<file path="src/rtl/core/assert_macros.svh">
// Assertion macros used by the decoder core.
`ifndef ASSERT_MACROS_SVH
`define ASSERT_MACROS_SVH
`ifndef SYNTHESIS
// Check on every clock edge outside reset.
`define PB_ASSERT(lbl, clk_s, rst_n_s, prop, msg) \
	lbl: assert property (@(posedge clk_s) disable iff (!rst_n_s) (prop)) \
		else $error(msg);
// Check on every clock edge, reset included.
`define PB_ASSERT_ALWAYS(lbl, clk_s, prop, msg) \
	lbl: assert property (@(posedge clk_s) (prop)) \
		else $error(msg);
`else
`define PB_ASSERT(lbl, clk_s, rst_n_s, prop, msg)
`define PB_ASSERT_ALWAYS(lbl, clk_s, prop, msg)
`endif
`endif

</file>
<file path="src/rtl/core/pbrle_pkg.sv">
// Types and constants of the run-length decoder.
package pbrle_pkg;

	localparam int unsigned ByteW  = 8;
	localparam int unsigned LenW   = 16;
	localparam int unsigned WrW    = 17;
	localparam int unsigned RegIdxW = 2;

	localparam logic [LenW-1:0] ExpectedLenRst = 16'd32000;

	typedef enum logic [RegIdxW-1:0] {
		REG_VARIANT      = 2'd0,
		REG_SOURCE_LEN   = 2'd1,
		REG_EXPECTED_LEN = 2'd2,
		REG_LENGTH_KNOWN = 2'd3
	} reg_idx_t;

	typedef enum logic [1:0] {
		PH_HEADER  = 2'd0,
		PH_RUNVAL  = 2'd1,
		PH_LITERAL = 2'd2,
		PH_DONE    = 2'd3
	} phase_t;

	typedef struct packed {
		logic            variant;
		logic [LenW-1:0] source_length;
		logic [LenW-1:0] expected_length;
		logic            length_known;
	} cfg_t;

	typedef struct packed {
		logic [ByteW-1:0] source_byte;
		logic             start_of_stream;
	} in_item_t;

	// Handshake between the input register and the decode stage.
	typedef struct packed {
		logic     valid;
		in_item_t item;
	} s1_bus_t;

endpackage

</file>
<file path="src/rtl/core/pbrle_if.sv">
// Channel interfaces: compressed byte input and decoded result output.
interface pbrle_src_if;
	logic       valid;
	logic       ready;
	logic [7:0] source_byte;
	logic       start_of_stream;

	modport source (output valid, source_byte, start_of_stream, input ready);
	modport sink   (input valid, source_byte, start_of_stream, output ready);
endinterface

interface pbrle_res_if;
	logic        valid;
	logic        ready;
	logic [7:0]  value;
	logic [7:0]  repeat_res;
	logic        done_res;
	logic [15:0] consumed;

	modport source (output valid, value, repeat_res, done_res, consumed, input ready);
	modport sink   (input valid, value, repeat_res, done_res, consumed, output ready);
endinterface

</file>
<file path="src/rtl/core/pbrle_in_reg.sv">
// Input register stage of the decoder.
module pbrle_in_reg import pbrle_pkg::*; (
	input  logic         clk,
	input  logic         arst_n,
	pbrle_src_if.sink    src,
	input  logic         advance,
	output s1_bus_t      s1
);

	logic     valid_s1;
	in_item_t item_s1;

	// Take a new byte when the stage is empty or drains this cycle.
	assign src.ready = !valid_s1 || advance;

	always_ff @(posedge clk or negedge arst_n) begin
		if (!arst_n) begin
			valid_s1 <= 1'b0;
		end else if (src.ready) begin
			valid_s1 <= src.valid;
		end
	end

	always_ff @(posedge clk) begin
		if (src.ready && src.valid) begin
			item_s1.source_byte     <= src.source_byte;
			item_s1.start_of_stream <= src.start_of_stream;
		end
	end

	assign s1.valid = valid_s1;
	assign s1.item  = item_s1;

endmodule

</file>
<file path="src/rtl/core/pbrle_core.sv">
// Decode stage: phase machine, counters and result register.
`include "assert_macros.svh"

module pbrle_core import pbrle_pkg::*; (
	input  logic          clk,
	input  logic          arst_n,
	input  cfg_t          cfg,
	input  s1_bus_t       s1,
	output logic          advance,
	pbrle_res_if.source   res
);

	phase_t          phase_q, phase_d, ph_e;
	logic [7:0]      lit_q, lit_d, lit_e;
	logic [15:0]     pos_q, pos_d, pos_e, pos_inc;
	logic [16:0]     wr_q, wr_d, wr_e;

	logic            emit;
	logic [7:0]      emit_value, emit_rep;
	logic            emit_done;
	logic [15:0]     emit_cons;

	logic [7:0]      b;
	logic            is_run;
	logic [8:0]      count9;
	logic [7:0]      count;
	logic [7:0]      lit_dec;
	logic [16:0]     wr_run, wr_lit;

	logic            res_valid_s2;
	logic [7:0]      value_s2, rep_s2;
	logic            done_s2;
	logic [15:0]     cons_s2;

	function automatic logic stop_chk(input logic [16:0] wr, input logic [15:0] pos,
			input cfg_t c);
		logic len_hit;
		logic src_hit;
		len_hit = c.length_known && (wr >= {1'b0, c.expected_length});
		src_hit = ({1'b0, pos} + 17'd2) > {1'b0, c.source_length};
		return len_hit || src_hit;
	endfunction

	function automatic logic [16:0] sat_add(input logic [16:0] wr, input logic [7:0] n);
		logic [17:0] sum;
		sum = {1'b0, wr} + {10'd0, n};
		return sum[17] ? 17'h1FFFF : sum[16:0];
	endfunction

	assign advance = s1.valid && (!res_valid_s2 || res.ready);
	assign b       = s1.item.source_byte;

	// Start of stream clears the state before the byte is taken.
	always_comb begin
		if (s1.item.start_of_stream) begin
			ph_e  = PH_HEADER;
			lit_e = 8'd0;
			pos_e = 16'd0;
			wr_e  = 17'd0;
		end else begin
			ph_e  = phase_q;
			lit_e = lit_q;
			pos_e = pos_q;
			wr_e  = wr_q;
		end
	end

	// Header decode for both variants.
	always_comb begin
		if (!cfg.variant) begin
			is_run = b[7];
			count9 = is_run ? (9'd258 - {1'b0, b}) : ({1'b0, b} + 9'd1);
		end else begin
			is_run = !b[7];
			count9 = is_run ? ({1'b0, b} + 9'd3) : ({1'b0, b} - 9'd127);
		end
		count = count9[7:0];
	end

	assign pos_inc = pos_e + 16'd1;
	assign lit_dec = (lit_e != 8'd0) ? (lit_e - 8'd1) : 8'd0;
	assign wr_run  = sat_add(wr_e, lit_e);
	assign wr_lit  = sat_add(wr_e, 8'd1);

	always_comb begin
		phase_d    = ph_e;
		lit_d      = lit_e;
		pos_d      = pos_e;
		wr_d       = wr_e;
		emit       = 1'b0;
		emit_value = 8'd0;
		emit_rep   = 8'd0;
		emit_done  = 1'b0;
		emit_cons  = 16'd0;
		case (ph_e)
			PH_HEADER: begin
				if (stop_chk(wr_e, pos_e, cfg)) begin
					phase_d   = PH_DONE;
					emit      = 1'b1;
					emit_done = 1'b1;
					emit_cons = pos_e;
				end else if (is_run) begin
					pos_d   = pos_inc;
					lit_d   = count;
					phase_d = PH_RUNVAL;
				end else if (({1'b0, pos_inc} + {9'd0, count}) > {1'b0, cfg.source_length}) begin
					// Literal overrun: leave the header unconsumed.
					phase_d   = PH_DONE;
					emit      = 1'b1;
					emit_done = 1'b1;
					emit_cons = pos_e;
				end else begin
					pos_d   = pos_inc;
					lit_d   = count;
					phase_d = PH_LITERAL;
				end
			end
			PH_RUNVAL: begin
				pos_d      = pos_inc;
				wr_d       = wr_run;
				lit_d      = 8'd0;
				emit       = 1'b1;
				emit_value = b;
				emit_rep   = lit_e;
				emit_done  = stop_chk(wr_run, pos_inc, cfg);
				emit_cons  = emit_done ? pos_inc : 16'd0;
				phase_d    = emit_done ? PH_DONE : PH_HEADER;
			end
			PH_LITERAL: begin
				pos_d      = pos_inc;
				wr_d       = wr_lit;
				lit_d      = lit_dec;
				emit       = 1'b1;
				emit_value = b;
				emit_rep   = 8'd1;
				if (lit_dec == 8'd0) begin
					emit_done = stop_chk(wr_lit, pos_inc, cfg);
					phase_d   = emit_done ? PH_DONE : PH_HEADER;
				end
				emit_cons = emit_done ? pos_inc : 16'd0;
			end
			default: begin
				// Stopped: drop bytes until a new stream starts.
				phase_d = ph_e;
			end
		endcase
	end

	always_ff @(posedge clk or negedge arst_n) begin
		if (!arst_n) begin
			phase_q <= PH_HEADER;
			lit_q   <= 8'd0;
			pos_q   <= 16'd0;
			wr_q    <= 17'd0;
		end else if (advance) begin
			phase_q <= phase_d;
			lit_q   <= lit_d;
			pos_q   <= pos_d;
			wr_q    <= wr_d;
		end
	end

	always_ff @(posedge clk or negedge arst_n) begin
		if (!arst_n) begin
			res_valid_s2 <= 1'b0;
		end else if (advance) begin
			res_valid_s2 <= emit;
		end else if (res.ready) begin
			res_valid_s2 <= 1'b0;
		end
	end

	always_ff @(posedge clk) begin
		if (advance && emit) begin
			value_s2 <= emit_value;
			rep_s2   <= emit_rep;
			done_s2  <= emit_done;
			cons_s2  <= emit_cons;
		end
	end

	assign res.valid      = res_valid_s2;
	assign res.value      = value_s2;
	assign res.repeat_res = rep_s2;
	assign res.done_res   = done_s2;
	assign res.consumed   = cons_s2;

	`PB_ASSERT_ALWAYS(a_status_only_is_done, clk, (res_valid_s2 && rep_s2 == 8'd0) |-> done_s2, "status-only result without done")
	`PB_ASSERT(a_repeat_in_range, clk, arst_n, res_valid_s2 |-> (rep_s2 <= 8'd130), "repeat count above 130")
	`PB_ASSERT(a_literal_left_nonzero, clk, arst_n, (phase_q == PH_LITERAL) |-> (lit_q != 8'd0), "literal phase with no bytes left")
	`PB_ASSERT(a_done_enters_stop, clk, arst_n, (advance && emit && emit_done) |=> (phase_q == PH_DONE), "done result without stop phase")
	`PB_ASSERT(a_not_done_no_count, clk, arst_n, (res_valid_s2 && !done_s2) |-> (cons_s2 == 16'd0), "consumed count on a result that is not final")

endmodule

</file>
<file path="src/rtl/core/packbits_variant_rle_decoder.sv">
// Top level of the PackBits-style run-length decoder.
//
// Usage:
//   src carries the compressed stream, one byte per transaction; set
//   start_of_stream on the first byte of a stream to clear the position,
//   output count and phase. res carries one decoded item per transaction:
//   value repeated repeat_res times (1 to 130), or a status-only item with
//   repeat_res 0. done_res marks the final item of a stream and then
//   consumed gives the number of source bytes taken. A header byte that
//   opens a run or literal, and bytes after the stop, give no transaction on res.
//   Write the variant, source length, expected length and length-known
//   registers through cfg_wr_en/cfg_index/cfg_wdata while the block is idle.
// Path: an accepted byte passes the input register, then the decode stage
//   that loads the result register.
// Throughput: one byte per cycle while res is not held; the phase update and
//   compares fit in the single decode stage between the two registers.
// Reset: arst_n clears the phase machine, the counters, both stage valids
//   and the registers to their defaults (expected length 32000, known).
// Stall: while res is held, the result register holds and the input stage
//   takes one more byte only if it is empty, then src.ready drops until res drains.
module packbits_variant_rle_decoder import pbrle_pkg::*; (
	input  logic                 clk,
	input  logic                 arst_n,
	input  logic                 cfg_wr_en,
	input  logic [RegIdxW-1:0]   cfg_index,
	input  logic [LenW-1:0]      cfg_wdata,
	pbrle_src_if.sink            src,
	pbrle_res_if.source          res
);

	cfg_t    cfg_q;
	s1_bus_t s1;
	logic    advance;

	// Configuration registers; every index is a defined register.
	always_ff @(posedge clk or negedge arst_n) begin
		if (!arst_n) begin
			cfg_q.variant         <= 1'b0;
			cfg_q.source_length   <= '0;
			cfg_q.expected_length <= ExpectedLenRst;
			cfg_q.length_known    <= 1'b1;
		end else if (cfg_wr_en) begin
			case (reg_idx_t'(cfg_index))
				REG_VARIANT:      cfg_q.variant         <= cfg_wdata[0];
				REG_SOURCE_LEN:   cfg_q.source_length   <= cfg_wdata;
				REG_EXPECTED_LEN: cfg_q.expected_length <= cfg_wdata;
				REG_LENGTH_KNOWN: cfg_q.length_known    <= cfg_wdata[0];
				default:          cfg_q <= cfg_q;
			endcase
		end
	end

	// Hold the incoming byte for the decode stage.
	pbrle_in_reg u_in_reg (
		.clk     (clk),
		.arst_n  (arst_n),
		.src     (src),
		.advance (advance),
		.s1      (s1)
	);

	// Advance the phase machine and load the result register.
	pbrle_core u_core (
		.clk     (clk),
		.arst_n  (arst_n),
		.cfg     (cfg_q),
		.s1      (s1),
		.advance (advance),
		.res     (res)
	);

endmodule

</file>
<file path="src/flat_wrapper.sv">
// flat-port wrapper written by rule: the top's interface ports become plain ports
module packbits_variant_rle_decoder_flat import pbrle_pkg::*;
  (clk, arst_n, cfg_wr_en, cfg_index, cfg_wdata, src_valid, src_source_byte, src_start_of_stream, src_ready, res_valid, res_value, res_repeat_res, res_done_res, res_consumed, res_ready);
  pbrle_src_if src_i ();
  pbrle_res_if res_i ();
  input  logic clk;
  input  logic arst_n;
  input  logic cfg_wr_en;
  input  logic [RegIdxW-1:0] cfg_index;
  input  logic [LenW-1:0] cfg_wdata;
  input wire logic [$bits(src_i.valid)-1:0] src_valid;
  input wire logic [$bits(src_i.source_byte)-1:0] src_source_byte;
  input wire logic [$bits(src_i.start_of_stream)-1:0] src_start_of_stream;
  output wire logic [$bits(src_i.ready)-1:0] src_ready;
  output wire logic [$bits(res_i.valid)-1:0] res_valid;
  output wire logic [$bits(res_i.value)-1:0] res_value;
  output wire logic [$bits(res_i.repeat_res)-1:0] res_repeat_res;
  output wire logic [$bits(res_i.done_res)-1:0] res_done_res;
  output wire logic [$bits(res_i.consumed)-1:0] res_consumed;
  input wire logic [$bits(res_i.ready)-1:0] res_ready;
  assign src_i.valid = src_valid;
  assign src_i.source_byte = src_source_byte;
  assign src_i.start_of_stream = src_start_of_stream;
  assign src_ready = src_i.ready;
  assign res_valid = res_i.valid;
  assign res_value = res_i.value;
  assign res_repeat_res = res_i.repeat_res;
  assign res_done_res = res_i.done_res;
  assign res_consumed = res_i.consumed;
  assign res_i.ready = res_ready;
  packbits_variant_rle_decoder u_core (.clk(clk), .arst_n(arst_n), .cfg_wr_en(cfg_wr_en), .cfg_index(cfg_index), .cfg_wdata(cfg_wdata), .src(src_i), .res(res_i));
endmodule
</file>
<file path="config.mk">
export PLATFORM = sky130hd
export DESIGN_NAME = packbits_variant_rle_decoder_flat
export DESIGN_NICKNAME = d
export VERILOG_FILES = /design/src/rtl/core/pbrle_pkg.sv /design/src/rtl/core/pbrle_if.sv /design/src/rtl/core/pbrle_in_reg.sv /design/src/rtl/core/pbrle_core.sv /design/src/rtl/core/packbits_variant_rle_decoder.sv /design/src/flat_wrapper.sv
export VERILOG_INCLUDE_DIRS = /design/src /design/src/rtl/core
export SDC_FILE = /design/constraint.sdc
export NUM_CORES = 1
export LEC_CHECK = 0
export ABC_AREA = 1
export ABC_CLOCK_PERIOD_IN_PS = 8690
export BUFFER_PORTS_ARGS = -buffer_cell sky130_fd_sc_hd__buf_2
export CAP_MARGIN = 25
export CORE_MARGIN = 2
export CORE_UTILIZATION = 36
export DETAILED_ROUTE_END_ITERATION = 6
export PLACE_DENSITY_LB_ADDON = 0.15
export SLEW_MARGIN = 20
export SYNTH_ARGS = -nofsm -noshare
export SYNTH_HDL_FRONTEND = slang
export SYNTH_SLANG_ARGS = --single-unit
</file>
<file path="constraint.sdc">
create_clock -name clk -period 8.69 [get_ports clk]
set_input_delay 0.4345 -clock clk [delete_from_list [all_inputs] [get_ports clk]]
set_output_delay 0.4345 -clock clk [all_outputs]
set_load 0.01 [all_outputs]
</file>
# ---- After elaboration in Yosys (flattened, before gate mapping)
# Cells that the tools add are included.
dict set report word_totals {
  ff_bits 121
  out_inout_bits 35
  word_cells 105
}
dict set report classes {
  n_addsub 11
  order_cmp 6
  eq_ne 5
  n_mux 43
  n_reduce_logical 24
}
# cell count
set ops {}
lappend ops {{$mux W16} 9}
lappend ops {{$mux W8} 8}
lappend ops {{$ge A17 B16 Y1} 3}
lappend ops {{$gt A17 B16 Y1} 3}
lappend ops {{$mux W17} 3}
lappend ops {{$pmux W16 S3} 1}
lappend ops {{$add A16 B2 Y17 const B} 2}
lappend ops {{$pmux W17 S2} 1}
lappend ops {{$pmux W16 S2} 1}
lappend ops {{$pmux W8 S3} 1}
lappend ops {{$add A17 B1 Y18 const B} 1}
lappend ops {{$add A17 B8 Y18} 1}
lappend ops {{$add A16 B8 Y17} 1}
lappend ops {{$add A16 B1 Y16 const B} 1}
lappend ops {{$pmux W8 S2} 1}
lappend ops {{$mux W2} 6}
lappend ops {{$mux W1} 9}
lappend ops {{$add A8 B1 Y8 const B} 1}
lappend ops {{$add A8 B2 Y8 const B} 1}
lappend ops {{$logic_not A8 Y1} 1}
lappend ops {{$reduce_and A2 Y1} 4}
lappend ops {{$reduce_bool A8 Y1} 1}
lappend ops {{$sub A2 B8 Y8 const A} 1}
lappend ops {{$sub A8 B1 Y8 const B} 1}
lappend ops {{12 further kinds} 27}

# ---- Depth between registers and ports, before layout
# Gate-level depths: netlist of the first run.
dict set report logic_depth {
  ltp_word 10
  ltp_mapped 40
  depth_no_buf 38
}

# ---- By module
# A second synthesis of the first run with hierarchy kept.
dict set report hier_totals {
  cells_unflattened 1676
  hier_area_um2 11751.3
}
# module instances cells_per_inst area_each_um2 seq_area_each_um2
set modules_own_cells {}
lappend modules_own_cells {pbrle_core 1 1505 9978.3 2092.0}
lappend modules_own_cells {packbits_variant_rle_decoder 1 155 1450.1 859.6}
lappend modules_own_cells {pbrle_in_reg 1 16 322.8 295.3}

# ---- Worst setup path after synthesis of the first run
# Ideal clock, no wire load.
dict set report synth_path {
  kind {reg-to-reg}
  startpoint {register u_core.u_in_reg.item_s1, in the netlist u_core.u_in_reg.s1[0]}
  endpoint {register u_core.u_core.cons_s2[0], in the netlist u_core.u_core.res.consumed[0], enable pin}
  t_arrival_ns 5.763
  required_ns 8.267
  slack_ns 2.504
  stages_incl_launch_ff 34
  period_less_slack_ns 6.186
  cell_sequence {edfxtp_1 buf_6 buf_2 nor2_1 ha_1 inv_1 nor2_2 xor2_1 inv_1 ha_1 inv_1 o21bai_1 a21oi_1 o21bai_1 nand2_1 nand2_1 nand2_1 nor3_1 xor2_1 ha_1 nand2_1 nor2_1 a211oi_1 nand2_1 nand2_1 nand2_1 nand2_1 nand3_2 nand3_4 nand2_4 nand2_4 inv_2 nor2_1 nor2_1}
}
dict set report synth_between {
  elab_chain_cells 9
  word_cells_on_any_way 20
  classes_between {add/sub (3); order compare (3); eq/ne (2); mux (7); reduce/logical (5)}
}
# element line
set synth_rtl {}
lappend synth_rtl {{start, declared} pbrle_in_reg.sv:11} ;# in_item_t item_s1;
lappend synth_rtl {{$mux W16} pbrle_core.sv:55} ;# if (s1.item.start_of_stream) begin
lappend synth_rtl {{$add A16 B1 Y16} pbrle_core.sv:80} ;# assign pos_inc = pos_e + 16'd1;
lappend synth_rtl {{$add A16 B8 Y17} pbrle_core.sv:106} ;# end else if (({1'b0, pos_inc} + {9'd0, count}) > {1'b0, cfg.source_length}) begin
lappend synth_rtl {{$gt A17 B16 Y1} pbrle_core.sv:106}
lappend synth_rtl {{$mux W1} pbrle_core.sv:106}
lappend synth_rtl {{$mux W1} pbrle_core.sv:102} ;# end else if (is_run) begin
lappend synth_rtl {{$mux W1} pbrle_core.sv:97} ;# if (stop_chk(wr_e, pos_e, cfg)) begin
lappend synth_rtl {{$pmux W1 S2 *} pbrle_core.sv:95} ;# case (ph_e)
lappend synth_rtl {{$logic_and A1 B1 Y1 *} pbrle_core.sv:174} ;# if (advance && emit) begin
lappend synth_rtl {{end signal, assigned} pbrle_core.sv:178} ;# cons_s2 <= emit_cons;
lappend synth_rtl {{end, declared} pbrle_core.sv:33} ;# logic [15:0] cons_s2;
# Mark *: on every way between the ends. The rest lies on a longest branch, timed or not.
# A chain may end at the register's enable or synchronous reset.

# ---- Worst setup path after layout of the first run
dict set report layout_path {
  startpoint {register u_core.u_in_reg.item_s1, in the netlist u_core.u_in_reg.s1[0]}
  endpoint {register u_core.u_core.value_s2[0], in the netlist u_core.u_core.res.value[0], enable pin}
}
dict set report layout_between {
  elab_chain_cells 9
  word_cells_on_any_way 20
  classes_between {add/sub (3); order compare (3); eq/ne (2); mux (7); reduce/logical (5)}
}
# element line
set layout_rtl {}
lappend layout_rtl {{$mux W16} pbrle_core.sv:55}
lappend layout_rtl {{$add A16 B1 Y16} pbrle_core.sv:80}
lappend layout_rtl {{$add A16 B8 Y17} pbrle_core.sv:106}
lappend layout_rtl {{$gt A17 B16 Y1} pbrle_core.sv:106}
lappend layout_rtl {{$mux W1} pbrle_core.sv:106}
lappend layout_rtl {{$mux W1} pbrle_core.sv:102}
lappend layout_rtl {{$mux W1} pbrle_core.sv:97}
lappend layout_rtl {{$pmux W1 S2 *} pbrle_core.sv:95}
lappend layout_rtl {{$logic_and A1 B1 Y1 *} pbrle_core.sv:174}
lappend layout_rtl {{end signal, assigned} pbrle_core.sv:175} ;# value_s2 <= emit_value;
lappend layout_rtl {{end, declared} pbrle_core.sv:31} ;# logic [7:0] value_s2, rep_s2;
# Marks and branches as above.

==> out/metrics.yaml, run 1 <==
run_status:
  status: "completed"
timing:
  rsz0062_at_grt: "false"
  relSlewSlack_pct: 48.00
  timing.final.ws_setup_ns: 2.219
  min_period_over_period_pct: 74.46
  drv_slew: 0
  timing.hold.ws_ns: 0.1579
  clock_skew_ns: 0.01228
  setup_viol: 0
  hold_violations: 0
  min_period_ns: 6.471
  fmax_mhz: 154.5
  worst_pin_slew_ns: 0.7752
  tns_ns: 0
clock_network:
  cts_setup_buffers: 0
  cts.sink_count: 121
  cts_tree: "built"
  clk_pin_slew_worst_paths_ns: 0.06
  cts_max_level: 4
  cts_inserted_buffers: 17
  cts_resized: 0
  ctsRootBufferMaster: "clkbuf_16"
  ctsHoldBuffers: 1
  clock_path_buffers: 2
  clock_latency_ns: 0.46
synthesis:
  synth.most_common_cell: "nand2_1"
  syn_inst: 1594
  synth_area_leader_cell: "dfrtp_1"
  ys_seq_area_share_pct: 28.21
  syn-cell-area_um2: 11510
  syn_area_per_cell_um2: 7.220
  ys_ff_latch: 121
  async_reset_ff_share_pct: 65.29
  synth_commonest_cells: "390 x nand2_1, 217 x inv_1, 149 x nor2_1"
  ys_types: 63
  synth_area_leaders: "dfrtp_1 16%, ha_1 14%, nand2_1 13%, edfxtp_1 11%, inv_1 7.1%"
  syn-num-nets: 1754
  yosysWarnings: 0
  ys.flop_type: "dfrtp_1"
  synth-edff-count: 42
  synth.top_cell.area_share_pct: 15.66
detailed_routing:
  drt_pass1_iterations: 5
  drc: 0
  vias_per_cell: 5.252
  wl_per_cell_um: 18.19
  ant_nets: 0
  routed_wl_um: 37540
  via_count: 10840
  drt_iter0_drc: 1004
critical_path:
  start_kind: "flop"
  endpoint_kind: "flop"
  critical_path_class: "flop to flop"
  worstPathArrival_ns: 6.68
  max_stage_delay_ns: 0.51
  critPathSlowestCell: "or4_1"
  required_ns: 8.89
  critPathMaxFanout: 40
  crit_top_cell: "nand2_1"
pwr:
  irDropWorstVdd_mv: 0.2502
  power.density_nw_per_um2: 296.8
  power_mw: 3.806
  leakage_nw: 6.372
global_route:
  grt_antenna_before_repair: 1
  grt_first_pass_wirelength_um: 57460
  grt_max_degree: 67
  grt-ovfl-total: 0
  first_global_vias: 10120
  grt.total_usage_pct: 22.77
floorplanning:
  ioPinCount: 67
  die-area_um2: 33410
  core.rowCount: 65
  design.core.area_um2: 31560
  start_util_pct: 36.47
  die_w_um: 182.8
  die_h_um: 182.8
hold_path:
  min_path_type: "input port to flop"
cells_and_area:
  drive_gt1_share_pct: 12.33
  stdcell_area_um2: 12820
  area_growth_pct: 11.44
  final_cells: 2064
  fin_util_pct: 40.64
  nets: 1809
  diodes: 0
run:
  cap_violations: 0
placement:
  port_buffers: 66
  dp_slack_ns: 2.344
  hpwl_um: 29170
  gp_congestion: 0.8776
  place_area_um2: 12210
  dp_cells: 2029
-- path summary, 6_finish.rpt --
kind / endpoint / from / cells after the start / slack, ns
max: u_core.u_core.res.value[0]$_SDFFCE_PP0P_ / u_core.u_in_reg.s1[0]$_DFFE_PP_ / 33 / 2.22
min: u_core.u_in_reg.s1[3]$_DFFE_PP_ / src_source_byte[2] / 1 / 0.16
max reg2reg: u_core.u_core.res.value[0]$_SDFFCE_PP0P_ / u_core.u_in_reg.s1[0]$_DFFE_PP_ / 33 / 2.22
min reg2reg: u_core.u_core.lit_q[7]$_DFFE_PN0P_ / u_core.u_core.lit_q[7]$_DFFE_PN0P_ / 2 / 0.48
max in group asynchronous: u_core.cfg_q[13]$_DFFE_PN1P_ / arst_n / 4 / 7.29
min in group asynchronous: u_core.u_core.pos_q[13]$_DFFE_PN0P_ / arst_n / 2 / 0.41
-- per-layer routing --
layer	up-vias	GRT usage, %	part of all wire, %	wire (um)
li1	5404	-	-	-
met1	5075	29.11	44	16520
met2	290	38.75	48	18060
met3	71	2.840	4.1	1551
met4	0	9.952	3.8	1417
met5	-	0	0	0
-- final cells by class --
type | instances | area [um^2]
Clock buffer | 18 | 439.2
Clock inverter | 14 | 123.9
Fill cell | 3324 | 18730
Inverter | 226 | 853.3
Multi-Input combinational cell | 1207 | 7212
Sequential cell | 121 | 3247
Tap cell | 402 | 503.0
Timing Repair Buffer | 76 | 446.7
-- flip-flops by register name (all words and copies together) (netlist names) --
register and cells:
u_core.u_core.res.done_res 1, u_core.u_core.res.consumed 16, u_core.u_core.res.valid 1, u_core.u_core.res.repeat_res 8, u_core.u_core.lit_q 8, u_core.u_core.res.value 8, u_core.u_core.wr_q 17, u_core.u_in_reg.s1 9
u_core.u_core.phase_q 2, u_core.u_core.pos_q 16, u_core.cfg_q 34, u_core.u_in_reg.valid_s1 1
-- critical path: cells and delay by family, from the launching register on --
kind                       cells  cell delay (ns)
and+or+nand+nor               18             3.01
AOI/OAI and AO/OA              4             0.61
DFF                            1             0.35
adders and majority gates      3             0.87
xor gates and xnor gates       1             0.16
buffers and inverters          7             1.12
-- placed cells by master (no fill, tap or decap), types with 6 or more instances in the layout --
cell         n
buf_2       65
edfxtp_1    42
inv_2        6
nand3_2      8
clkbuf_16   17
xor2_1      46
inv_1      217
nand4_1     48
a211oi_1     6
nor2_1     148
nor2_2      15
dfstp_2      7
a22oi_1     10
o21ai_1      6
nand3b_1     9
a221oi_1     9
nand2_4     11
nand2_1    389
ha_1       124
xnor2_1      9
nand3_1     87
nor3_1      23
dfrtp_1     72
or2_2        8
a21oi_1     94
buf_4        7
o21ai_0     68
nand2_2     19
-- power by group --
part	switching, mW	leakage (nW)	internal (mW)
clock network	0.298	0.270	0.400
registers	0.118	1.37	0.801
logic	1.47	4.73	0.719
-- logic make-up after synthesis --
family                     Yosys count  synth area share (%)
buffers and inverters              266                 9.274
xor gates and xnor gates            58                 4.805
DFF                                121                 28.21
adders and majority gates          128                 14.11
and+or+nand+nor                    785                 31.55
AOI/OAI and AO/OA                  236                 12.05
Power figures use the tool's default switching activity.
==> run 2: changes to the inputs <==
--- a/config.mk
+++ b/config.mk
@@ -7,7 +7,7 @@
 export NUM_CORES = 1
 export LEC_CHECK = 0
 export ABC_AREA = 1
-export ABC_CLOCK_PERIOD_IN_PS = 8690
+export ABC_CLOCK_PERIOD_IN_PS = 6200
 export BUFFER_PORTS_ARGS = -buffer_cell sky130_fd_sc_hd__buf_2
 export CAP_MARGIN = 25
 export CORE_MARGIN = 2
==> constraint.sdc (replaced) <==
create_clock -name clk -period 6.2 [get_ports clk]
set_input_delay 0.31 -clock clk [delete_from_list [all_inputs] [get_ports clk]]
set_output_delay 0.31 -clock clk [all_outputs]
set_load 0.01 [all_outputs]
==> out/metrics.yaml, run 2 (synthesized netlist as in run 1, its figures left out) <==
cells_and_area:
  area_growth_pct: 13.23
  nFillCells: 3347
  drive_gt1_share_pct: 13.60
  final_common_cell: "nand2_1"
  reg_top3: "u_core.cfg_q: 34 flops, u_core.u_core.wr_q: 17 flops"
  fin_util_pct: 41.30
  final_cell_mix: "389 x nand2_1, 217 x inv_1, 148 x nor2_1, 125 x ha_1, 94 x a21oi_1"
  largest_reg_flops: 34
  largest-register: "u_core.cfg_q"
  nets: 1831
timing:
  timing.final.ws_setup_ns: 0.3874
  rsz0062_at_grt: "false"
  drv_slew: 0
  min_period_over_period_pct: 93.75
  relSlewSlack_pct: 39.88
  min_period_ns: 5.813
  tns_ns: 0
  clock_skew_ns: 0.01503
  worst_pin_slew_ns: 0.9018
  fmax_mhz: 172.0
  hold_violations: 0
  setup_viol: 0
  timing.hold.ws_ns: 0.04409
run:
  cap_violations: 0
clock_network:
  clock_path_buffers: 2
  cts_inserted_buffers: 17
  cts_tree: "built"
  clk_pin_slew_worst_paths_ns: 0.06
  cts_max_level: 4
  ctsRootBufferMaster: "clkbuf_16"
  clock_latency_ns: 0.44
  cts.sink_count: 121
critical_path:
  critPathSlowestCell: "or4_1"
  start_kind: "flop"
  endpoint_kind: "flop"
  regToRegSetupSlack_ns: 0.39
  critPathTopFamily: "simple AND/OR/NAND/NOR gates"
  required_ns: 6.38
  max_stage_delay_ns: 0.52
  worstPathBufferInverterCount: 4
  critPathMaxFanout: 24
  worstPathArrival_ns: 5.99
  critical_path_class: "flop to flop"
floorplanning:
  design.core.area_um2: 31560
  die_w_um: 182.8
  die_h_um: 182.8
  ioPinCount: 67
  die-area_um2: 33410
  start_util_pct: 36.47
  core.rowCount: 65
detailed_routing:
  wl_per_cell_um: 18.11
  routed_wl_um: 37790
  drt_pass1_iterations: 5
  drt_iter0_drc: 885
  ant_nets: 0
  vias_per_cell: 5.168
  drc: 0
  via_count: 10790
global_route:
  grt-ovfl-total: 0
  grt_antenna_before_repair: 2
  first_global_vias: 10540
  grt_max_degree: 65
  grt_first_pass_wirelength_um: 59940
  grt.total_usage_pct: 23.52
pwr:
  leakage_nw: 6.516
  power.density_nw_per_um2: 418.9
  irDropWorstVdd_mv: 0.2940
  power_mw: 5.459
placement:
  hpwl_um: 29760
  port_buffers: 66
  gp_congestion: 0.9348
  dp_slack_ns: 0.3552
run_status:
  status: "completed"
hold_path:
  min_path_type: "input port to flop"
==> run 2: worst paths after layout <==
kind	start	end	depth (start not counted)
max	u_core.u_in_reg.s1[1]$_DFFE_PP_	u_core.u_core.res.consumed[12]$_DFFE_PP_	28
max reg2reg	u_core.u_in_reg.s1[1]$_DFFE_PP_	u_core.u_core.res.consumed[12]$_DFFE_PP_	28
min	src_source_byte[3]	u_core.u_in_reg.s1[4]$_DFFE_PP_	1
min reg2reg	u_core.u_core.pos_q[15]$_DFFE_PN0P_	u_core.u_core.pos_q[15]$_DFFE_PN0P_	2
max in group asynchronous	arst_n	u_core.cfg_q[24]$_DFFE_PN0P_	3
min in group asynchronous	arst_n	u_core.u_core.pos_q[5]$_DFFE_PN0P_	2
==> run 2: what timing repair did <==
action / in CTS / in global routing
setup buffers: 0 / 2
setup endpoints to repair: 0 / 36
hold buffers: 1 / 0
endpoints found under the hold margin: 15 / 0
resized for setup: 0 / 3
==> run 2: report_power, final <==
group | internal [mW] | switching, mW
clock network | 0.631 | 0.407
registers | 1.12 | 0.172
logic | 1.05 | 2.08
==> run 2: final cells by class <==
| type | instances | area [um^2] | share of cell area, % |
|---|---|---|---|
| antenna | 1 | 2.502 | 0.01920 |
| clock inverter | 12 | 136.4 | 1.047 |
| tap | 402 | 503.0 | 3.860 |
| timing repair buffer | 98 | 588.1 | 4.513 |
| clock buffer | 20 | 467.9 | 3.591 |
| sequential | 121 | 3247 | 24.92 |
| inverter | 226 | 853.3 | 6.548 |
| multi-input combinational | 1207 | 7233 | 55.51 |
==> run 2: per-layer routing <==
metal | routed length (um) | global-route usage (%) | vias up
met2 | 18600 | 40.85 | 277
met1 | 16560 | 29.94 | 4995
li1 | - | - | 5456
met5 | 11 | 0 | -
met4 | 1047 | 8.000 | 2
met3 | 1571 | 3.435 | 55
==> run 2: per-stage QoR <==
| stage | instance area [um^2] | instances |
|---|---|---|
| 2_1_floorplan | 11510 | 1594 |
| 3_3_place_gp | 12350 | 2050 |
| 3_5_place_dp | 12370 | 2051 |
| 4_1_cts | 12990 | 2084 |
| 5_1_grt | 13030 | 2086 |
| 6_report | 13030 | 2087 |
